--- src/rtl/tms_pkg.sv ---
package tms_pkg;

	localparam int NUM_STREAMS = 8;
	localparam int MASK_BITS   = 8;
	localparam int IDX_W       = (NUM_STREAMS > 1) ? $clog2(NUM_STREAMS) : 1;
	localparam int STREAM_W    = 3;
	localparam int SEC_W       = 32;
	localparam int FRAC_W      = 30;
	localparam int TS_W        = 62;
	localparam int CFG_W       = 8;
	localparam int CFG_IDX_W   = 1;

	localparam logic [FRAC_W-1:0] NS_PER_SEC = 30'd1000000000;
	localparam logic [FRAC_W-1:0] US_SCALE   = 30'd1000;
	localparam logic [FRAC_W-1:0] NS_SCALE   = 30'd1;

	localparam logic [CFG_IDX_W-1:0] CFG_LIVE_MASK = 1'b0;
	localparam logic [CFG_IDX_W-1:0] CFG_USEC_MASK = 1'b1;

	localparam logic REQ_HEAD = 1'b0;
	localparam logic REQ_END  = 1'b1;

	typedef struct packed {
		logic                req_type;
		logic [STREAM_W-1:0] stream_index;
		logic [SEC_W-1:0]    ts_sec;
		logic [FRAC_W-1:0]   ts_frac;
	} in_item_t;

	typedef struct packed {
		logic [STREAM_W-1:0] winner_stream;
		logic [TS_W-1:0]     merged_timestamp;
		logic                all_done;
	} out_item_t;

	typedef enum logic [2:0] {
		ST_IDLE,
		ST_MUL_SEC,
		ST_MUL_FRAC,
		ST_ADD,
		ST_WRITE,
		ST_SCAN,
		ST_RESULT
	} state_t;

	// sequencer -> datapath
	typedef struct packed {
		logic mul_en;
		logic frac_sel;
		logic acc_load;
		logic acc_add;
		logic head_wr;
		logic scan_clr;
		logic scan_step;
		logic result;
	} ctrl_t;

	// datapath -> sequencer
	typedef struct packed {
		logic in_valid;
		logic head_go;
		logic scan_last;
		logic out_free;
	} status_t;

endpackage

--- src/rtl/tms_mul_unit.sv ---
// Shared multiplier with accumulator: sec * 1e9, then frac * scale, then sum.
module tms_mul_unit (
	input  logic                          clk,
	input  tms_pkg::ctrl_t                ctrl,
	input  logic [tms_pkg::SEC_W-1:0]     sec,
	input  logic [tms_pkg::FRAC_W-1:0]    frac,
	input  logic [tms_pkg::FRAC_W-1:0]    scale,
	output logic [tms_pkg::TS_W-1:0]      acc
);

	logic [tms_pkg::SEC_W-1:0]                 op_a;
	logic [tms_pkg::FRAC_W-1:0]                op_b;
	logic [tms_pkg::SEC_W+tms_pkg::FRAC_W-1:0] prod_c;
	logic [tms_pkg::SEC_W+tms_pkg::FRAC_W-1:0] prod_s1;
	logic [tms_pkg::TS_W-1:0]                  acc_q;

	always_comb begin
		op_a = ctrl.frac_sel ? tms_pkg::SEC_W'(frac) : sec;
		op_b = ctrl.frac_sel ? scale : tms_pkg::NS_PER_SEC;
	end

	assign prod_c = op_a * op_b;

	always_ff @(posedge clk) begin
		if (ctrl.mul_en) begin
			prod_s1 <= prod_c;
		end
		if (ctrl.acc_load) begin
			acc_q <= tms_pkg::TS_W'(prod_s1);
		end else if (ctrl.acc_add) begin
			acc_q <= acc_q + tms_pkg::TS_W'(prod_s1);
		end
	end

	assign acc = acc_q;

endmodule

--- src/rtl/tms_ctrl.sv ---
// Item sequencer: convert head time for a taken head, scan all slots, hand off result.
module tms_ctrl (
	input  logic             clk,
	input  logic             arst_n,
	input  tms_pkg::status_t status,
	output tms_pkg::ctrl_t   ctrl,
	output logic             in_ready
);

	tms_pkg::state_t state_q;
	tms_pkg::state_t state_d;

	always_ff @(posedge clk or negedge arst_n) begin
		if (!arst_n) begin
			state_q <= tms_pkg::ST_IDLE;
		end else begin
			state_q <= state_d;
		end
	end

	always_comb begin
		state_d = state_q;
		unique case (state_q)
			tms_pkg::ST_IDLE: begin
				if (status.in_valid) begin
					state_d = status.head_go ? tms_pkg::ST_MUL_SEC : tms_pkg::ST_SCAN;
				end
			end
			tms_pkg::ST_MUL_SEC:  state_d = tms_pkg::ST_MUL_FRAC;
			tms_pkg::ST_MUL_FRAC: state_d = tms_pkg::ST_ADD;
			tms_pkg::ST_ADD:      state_d = tms_pkg::ST_WRITE;
			tms_pkg::ST_WRITE:    state_d = tms_pkg::ST_SCAN;
			tms_pkg::ST_SCAN: begin
				if (status.scan_last) begin
					state_d = tms_pkg::ST_RESULT;
				end
			end
			tms_pkg::ST_RESULT: begin
				if (status.out_free) begin
					state_d = tms_pkg::ST_IDLE;
				end
			end
			default: state_d = tms_pkg::ST_IDLE;
		endcase
	end

	always_comb begin
		ctrl     = '0;
		in_ready = 1'b0;
		unique case (state_q)
			tms_pkg::ST_IDLE: begin
				in_ready      = 1'b1;
				ctrl.scan_clr = status.in_valid;
			end
			tms_pkg::ST_MUL_SEC: begin
				ctrl.mul_en = 1'b1;
			end
			tms_pkg::ST_MUL_FRAC: begin
				ctrl.mul_en   = 1'b1;
				ctrl.frac_sel = 1'b1;
				ctrl.acc_load = 1'b1;
			end
			tms_pkg::ST_ADD: begin
				ctrl.acc_add = 1'b1;
			end
			tms_pkg::ST_WRITE: begin
				ctrl.head_wr  = 1'b1;
				ctrl.scan_clr = 1'b1;
			end
			tms_pkg::ST_SCAN: begin
				ctrl.scan_step = 1'b1;
			end
			tms_pkg::ST_RESULT: begin
				ctrl.result = status.out_free;
			end
			default: begin
				ctrl = '0;
			end
		endcase
	end

endmodule

--- src/rtl/timestamp_merge_selector_core.sv ---
// Sequence: a head that is taken passes through the conversion states MUL_SEC, MUL_FRAC,
// ADD and WRITE on the shared multiplier, any other item skips them; every item then scans
// all NUM_STREAMS slots with the single slot comparator and ends in the decision state, which
// waits for a free output. A new item is taken only once the sequencer is back in idle.
// Reset (arst_n low, asynchronous): masks, ended and present flags, sequencer and output
// valid clear at once; held head times are not cleared and are read only while present.
module timestamp_merge_selector_core (
	input  logic                             clk,
	input  logic                             arst_n,
	input  logic                             in_valid,
	output logic                             in_ready,
	input  tms_pkg::in_item_t                in_item,
	output logic                             out_valid,
	input  logic                             out_ready,
	output tms_pkg::out_item_t               out_item,
	input  logic                             cfg_we,
	input  logic [tms_pkg::CFG_IDX_W-1:0]    cfg_index,
	input  logic [tms_pkg::CFG_W-1:0]        cfg_data
);

	// configuration
	logic [tms_pkg::MASK_BITS-1:0] live_mask_q;
	logic [tms_pkg::MASK_BITS-1:0] usec_mask_q;

	// per-stream state
	logic [tms_pkg::NUM_STREAMS-1:0] ended_q;
	logic [tms_pkg::NUM_STREAMS-1:0] present_q;
	logic [tms_pkg::TS_W-1:0]        head_time_q [tms_pkg::NUM_STREAMS];

	// item held during conversion
	logic [tms_pkg::NUM_STREAMS-1:0] sel_q;
	logic [tms_pkg::SEC_W-1:0]       sec_q;
	logic [tms_pkg::FRAC_W-1:0]      frac_q;
	logic [tms_pkg::FRAC_W-1:0]      scale_q;

	// scan registers
	logic [tms_pkg::IDX_W-1:0] idx_q;
	logic                      found_q;
	logic                      pending_q;
	logic                      waiting_q;
	logic [tms_pkg::IDX_W-1:0] best_q;
	logic [tms_pkg::TS_W-1:0]  best_t_q;

	// output register
	logic               out_valid_q;
	tms_pkg::out_item_t out_item_q;

	logic [tms_pkg::NUM_STREAMS-1:0] live_vec;
	logic [tms_pkg::NUM_STREAMS-1:0] sel_in;
	logic [tms_pkg::NUM_STREAMS-1:0] win_oh;
	logic                            in_acc;
	logic                            in_live;
	logic                            head_go;
	logic                            end_go;
	logic                            cur_live;
	logic                            cur_end;
	logic                            cur_pres;
	logic [tms_pkg::TS_W-1:0]        cur_t;
	logic                            emit_pkt;
	logic                            emit_done;
	logic [tms_pkg::TS_W-1:0]        acc;
	tms_pkg::ctrl_t                  ctrl;
	tms_pkg::status_t                status;

	// Slot decode. Streams at or above the mask width are never live.
	always_comb begin
		for (int i = 0; i < tms_pkg::NUM_STREAMS; i++) begin
			live_vec[i] = (i < tms_pkg::MASK_BITS) && live_mask_q[i % tms_pkg::MASK_BITS];
			sel_in[i]   = (i < tms_pkg::MASK_BITS) &&
			              (in_item.stream_index == tms_pkg::STREAM_W'(i));
			win_oh[i]   = (best_q == tms_pkg::IDX_W'(i));
		end
	end

	assign in_acc  = in_valid && in_ready;
	assign in_live = |(sel_in & live_vec);
	// a head is taken only for a live stream that has not ended and has no head yet
	assign head_go = (in_item.req_type == tms_pkg::REQ_HEAD) && in_live &&
	                 !(|(sel_in & ended_q)) && !(|(sel_in & present_q));
	// an end is ignored while the stream still holds a head
	assign end_go  = (in_item.req_type == tms_pkg::REQ_END) && in_live &&
	                 !(|(sel_in & present_q));

	// current scan slot
	assign cur_live = live_vec[idx_q];
	assign cur_end  = ended_q[idx_q];
	assign cur_pres = present_q[idx_q];
	assign cur_t    = head_time_q[idx_q];

	// decision after the full scan
	assign emit_pkt  = found_q && !waiting_q;
	assign emit_done = !found_q && !pending_q;

	always_comb begin
		status.in_valid  = in_valid;
		status.head_go   = head_go;
		status.scan_last = (idx_q == tms_pkg::IDX_W'(tms_pkg::NUM_STREAMS - 1));
		status.out_free  = !out_valid_q || out_ready;
	end

	tms_ctrl u_ctrl (
		.clk      (clk),
		.arst_n   (arst_n),
		.status   (status),
		.ctrl     (ctrl),
		.in_ready (in_ready)
	);

	tms_mul_unit u_mul (
		.clk   (clk),
		.ctrl  (ctrl),
		.sec   (sec_q),
		.frac  (frac_q),
		.scale (scale_q),
		.acc   (acc)
	);

	// configuration writes
	always_ff @(posedge clk or negedge arst_n) begin
		if (!arst_n) begin
			live_mask_q <= '0;
			usec_mask_q <= '0;
		end else if (cfg_we) begin
			unique case (cfg_index)
				tms_pkg::CFG_LIVE_MASK: live_mask_q <= cfg_data;
				tms_pkg::CFG_USEC_MASK: usec_mask_q <= cfg_data;
				default: ;
			endcase
		end
	end

	// held item fields for the conversion passes
	always_ff @(posedge clk) begin
		if (in_acc) begin
			sel_q   <= sel_in;
			sec_q   <= in_item.ts_sec;
			frac_q  <= in_item.ts_frac;
			scale_q <= usec_mask_q[in_item.stream_index] ? tms_pkg::US_SCALE
			                                             : tms_pkg::NS_SCALE;
		end
	end

	// ended and present flags
	always_ff @(posedge clk or negedge arst_n) begin
		if (!arst_n) begin
			ended_q   <= '0;
			present_q <= '0;
		end else begin
			if (in_acc && end_go) begin
				ended_q <= ended_q | sel_in;
			end
			if (ctrl.head_wr) begin
				present_q <= present_q | sel_q;
			end else if (ctrl.result && emit_pkt) begin
				present_q <= present_q & ~win_oh;
			end
		end
	end

	// head time slots, no reset
	always_ff @(posedge clk) begin
		for (int i = 0; i < tms_pkg::NUM_STREAMS; i++) begin
			if (ctrl.head_wr && sel_q[i]) begin
				head_time_q[i] <= acc;
			end
		end
	end

	// one slot per cycle through the comparator; ties keep the lower index
	always_ff @(posedge clk or negedge arst_n) begin
		if (!arst_n) begin
			idx_q     <= '0;
			found_q   <= 1'b0;
			pending_q <= 1'b0;
			waiting_q <= 1'b0;
		end else if (ctrl.scan_clr) begin
			idx_q     <= '0;
			found_q   <= 1'b0;
			pending_q <= 1'b0;
			waiting_q <= 1'b0;
		end else if (ctrl.scan_step) begin
			idx_q <= idx_q + 1'b1;
			if (cur_live) begin
				if (!cur_end) begin
					pending_q <= 1'b1;
					if (!cur_pres) begin
						waiting_q <= 1'b1;
					end
				end
				if (cur_pres && (!found_q || (cur_t < best_t_q))) begin
					found_q <= 1'b1;
				end
			end
		end
	end

	always_ff @(posedge clk) begin
		if (ctrl.scan_step && cur_live && cur_pres && (!found_q || (cur_t < best_t_q))) begin
			best_q   <= idx_q;
			best_t_q <= cur_t;
		end
	end

	// output register: the next item may be taken while this one waits
	always_ff @(posedge clk or negedge arst_n) begin
		if (!arst_n) begin
			out_valid_q <= 1'b0;
		end else if (ctrl.result && (emit_pkt || emit_done)) begin
			out_valid_q <= 1'b1;
		end else if (out_ready) begin
			out_valid_q <= 1'b0;
		end
	end

	always_ff @(posedge clk) begin
		if (ctrl.result && emit_pkt) begin
			out_item_q.winner_stream    <= tms_pkg::STREAM_W'(best_q);
			out_item_q.merged_timestamp <= best_t_q;
			out_item_q.all_done         <= 1'b0;
		end else if (ctrl.result && emit_done) begin
			out_item_q.winner_stream    <= '0;
			out_item_q.merged_timestamp <= '0;
			out_item_q.all_done         <= 1'b1;
		end
	end

	assign out_valid = out_valid_q;
	assign out_item  = out_item_q;

`ifndef SYNTH
	// the winning slot must still hold a live head when it is released
	a_win_present: assert property (@(posedge clk) disable iff (!arst_n)
		(ctrl.result && emit_pkt) |-> (present_q[best_q] && live_vec[best_q]))
		else $error("winner slot holds no live head");

	// every accepted item takes the sequencer out of idle, so ready drops
	a_busy_after_accept: assert property (@(posedge clk) disable iff (!arst_n)
		(in_valid && in_ready) |=> !in_ready)
		else $error("ready high right after an accepted item");

	// a result only appears from the decision step
	a_out_from_result: assert property (@(posedge clk) disable iff (!arst_n)
		$rose(out_valid) |-> $past(ctrl.result))
		else $error("output valid rose outside the decision step");
`endif

endmodule

--- config.mk ---
export PLATFORM = sky130hd
export DESIGN_NAME = timestamp_merge_selector_core
export DESIGN_NICKNAME = d
export VERILOG_FILES = /design/src/rtl/tms_pkg.sv /design/src/rtl/tms_mul_unit.sv /design/src/rtl/tms_ctrl.sv /design/src/rtl/timestamp_merge_selector_core.sv
export SDC_FILE = /design/constraint.sdc
export NUM_CORES = 2
export LEC_CHECK = 0
export ABC_AREA = 0
export BUFFER_PORTS_ARGS = -buffer_cell sky130_fd_sc_hd__buf_2
export CAP_MARGIN = 15
export CORE_ASPECT_RATIO = 1.4
export CORE_MARGIN = 2
export CORE_UTILIZATION = 25
export CTS_CLUSTER_DIAMETER = 60
export DETAILED_ROUTE_END_ITERATION = 8
export SLEW_MARGIN = 20
export SYNTH_ARGS = -nofsm -noshare
export SYNTH_HDL_FRONTEND = slang
export SYNTH_HIERARCHICAL = 1
export SYNTH_SLANG_ARGS = --single-unit
export TNS_END_PERCENT = 1
--- constraint.sdc ---
create_clock -name clk -period 9.6 [get_ports clk]
set_input_delay 0 -clock clk [delete_from_list [all_inputs] [get_ports clk]]
set_output_delay 0 -clock clk [all_outputs]
set_load 0.01 [all_outputs]
==> metrics.md <==
| Metric | Value |
|---|---|
| Layout Area Growth over Synthesis | 15.9% |
| Syn Inst Count | approximately 5800 |
| Clock Tree Buf Depth | 3 |
| Hold Fails Final Rpt | 0 |
| Die X-Extent | 445 um |
| Initial Utilization | between 20% and 30% |
| Status | finished, final reports clean |
| Core area | roughly 270000 sq um |
| Wire per inst | around 21 um |
| Sinks on the clock net | about 870 |
| DIE HEIGHT | 622 um |
| Startpoint types | flop |
| Post-synth design cell area | roughly 70000 sq um |
| Slew Limit Headroom | roughly 32% |
| Global-route wire length before repair | 310000 um |
| Cell repeated most along the worst path | fa_1 |
| Post-detail-place hpwl | 162000 um |
| Post-synth ARST share | 4.86% |
| Required @ worst endpoint | approximately 10 ns |
| DP Worst Slack | 0.0628 ns |
| Final setup vio count | 0 |
| Max-cap violations | 0 |
| Nets | roughly 7500 |
| Crit end category | flop |
| Overall routed net length | slightly above 200000 um |
| Final Slew Violations | 0 |
| Row count | ~230 |
| DR vias | about 46000 |
| Setup Buffers After CTS | 0 |
| Antenna violations before repair | 3 |
| DR pass1 iterations | 5 |
| Dominant cell type by area after synthesis | edfxtp_1 |
| Crit share post-route | roughly 100% |
| Worst slew pin tran | about 1.0 ns |
| Gr ovfl total | 0 |
| Top cell type's share of synthesized area | a little over a third |
| Worst setup path class | reg2reg |
| Vias per Instance | approximately 4.6 |
| GRT Util Overall | about 15% |
| Largest net degree at the start of global routing | 94 |
| RSZ-0062 raised after global routing | false |
| Worst setup margin | roughly 0.25 ns |
| Number of global-route vias before repair | around 49000 |
| Post-synth cell types | just over 90 |
| Synth cell count leaders | 933 x inv_1, 837 x fa_1, 822 x edfxtp_1, 581 x nand2_1, 370 x ha_1 |
| Cell Area, Placed | around 74000 sq um |
| Starting DRT DRC Count | around 3000 |
| Syn avg cell area | 11.7 sq um |
| Clock-pin slew on the worst setup and hold paths | about 0.060 ns |
| Clk_lat worst skew | approximately 0.74 ns |
| Final Cell Area | about 80000 sq um |
| Post-Route Setup TNS | 0 ns |
| Synth Warn # | 6 |
| Final worst path period need | 9.35 ns |
| Crit path arrival time | between 9 and 10 ns |
| Yosys reg bits | between 800 and 900 |
| Top FF cell, synth | edfxtp_1 |
| FMAX | 107 MHz |
| Sequential area share after synthesis | 37.8% |
| CTS Buf Count | slightly below 100 |
| Hold WC Path Type | in2reg |
| Number of synthesized flops with an enable pin | 822 |
| Crit-path max cell delay | just under 0.6 ns |
| CTS tree | built |
| Area contributors post-synth | edfxtp_1 36%, fa_1 25%, ha_1 6.8% |
| Layout cells sized above 1 | 12.5% |
| CTS HTree Levels | 3 |
| Largest fanout on the critical path | 71 |
| Io pins | approximately 150 |
| Die area | 277000 sq um |
| CTS root buf | clkbuf_16 |
| Antenna Violating Nets Remaining | 0 |
| IO buf count | between 100 and 150 |
| DRC viols | 0 |
| Critical Path Slowest Stage Cell | fa_1 |
| Gpl congestion | 0.997 |
| Layout Skew | between 0.07 and 0.08 ns |
| Most used standard cell by instance count after synthesis | inv_1 |
| Hold WS | approximately 0.04 ns |
cells in the final DEF (no fill, tap or decap), drive strengths merged, types with 11 or more instances in the layout:
cell,instances
ha,370
conb,90
o21ai,142
a21oi,201
buf,345
a21boi,11
and2,51
clkinv,48
a31oi,16
clkbuf,101
nor2b,21
and3,306
edfxtp,822
inv,954
a21o,111
nand4,47
a211oi,25
xor2,42
nand3,56
fa,837
nand2,582
dlygate4sd3,141
nand2b,32
xnor2,75
nor3,29
nor2,308
bufinv,12
mux2,83
dfrtp,42
o21bai,15
nor4,71
mux4,133
registers in the layout (all words and copies together), names as in the netlist:
name            count
head_time_q       496
pending_q           1
best_q              3
usec_mask_q         8
scale_q             2
u_ctrl/state_q      3
u_mul/acc          62
idx_q               3
sel_q               8
out_valid           1
present_q           8
waiting_q           1
live_mask_q         8
ended_q             8
out_item           66
best_t_q           62
u_mul/prod_s1      62
sec_q              32
found_q             1
frac_q             30
kinds of logic after synthesis:
family / Yosys count / share of synthesized area [%]
compound gates: 611 / 5.73
xor+xnor: 117 / 1.50
fa+ha+maj: 1207 / 31.4
buf+inv: 1245 / 6.98
flops: 865 / 37.8
mux: 226 / 5.91
other cells: 3 / 0.0165
simple gates: 1533 / 10.7
worst paths after layout:
kind                                         from                 to  slack (ns)  cells after the start
worst max-delay path            u_ctrl/state_q[1]  u_mul/prod_s1[61]        0.25                     30
min in group asynchronous                  arst_n          out_valid        0.28                      3
worst min-delay path                  in_item[54]          sec_q[24]        0.04                      2
max in group asynchronous                  arst_n           idx_q[1]        8.81                      4
worst min register to register         ended_q[5]         ended_q[5]        0.48                      1
worst max register to register  u_ctrl/state_q[1]  u_mul/prod_s1[61]        0.25                     30
repair_timing:
action	CTS	global route
hold buffers	142	0
resized for setup	0	9
endpoints found under the hold margin	171	0
setup endpoints to repair	0	10
critical path, delay by kind of cell (launching register included):
kind,cells,cell delay [ns]
DFF,1,0.53
AOI/OAI and AO/OA,8,1.79
xor gates and xnor gates,1,0.09
and+or+nand+nor,4,0.90
buffers and inverters,8,1.31
adders and majority gates,9,4.39
per-layer routing:
metal,up-vias,share of wire (%),track usage [%],wire length [um]
met5,-,0,0,0
met4,0,6.5,8.42,13400
met3,519,5.3,2.15,11000
met2,1540,49,25.5,102000
met1,23300,39,17.4,80800
li1,20200,-,-,-
per-stage QoR:
step,cells,utilization [%]
after detailed placement,9463,27.3
after global routing,9790,29.1
after floorplan,5894,-
after global placement,9463,27.3
after CTS,9789,29.1
final,9795,29.2
cell type report:
cell class	count	area, sq um
Antenna cell	6	15.0
Clock buffer	101	2460
Clock inverter	83	985
Fill cell	27600	192000
Inverter	936	3520
Multi-Input combinational cell	3784	38100
Sequential cell	865	25800
Tap cell	3534	4420
Timing Repair Buffer	486	3810
Power is not shown: default switching activity piles up to over one toggle a cycle in this logic, so the estimate is an artifact.
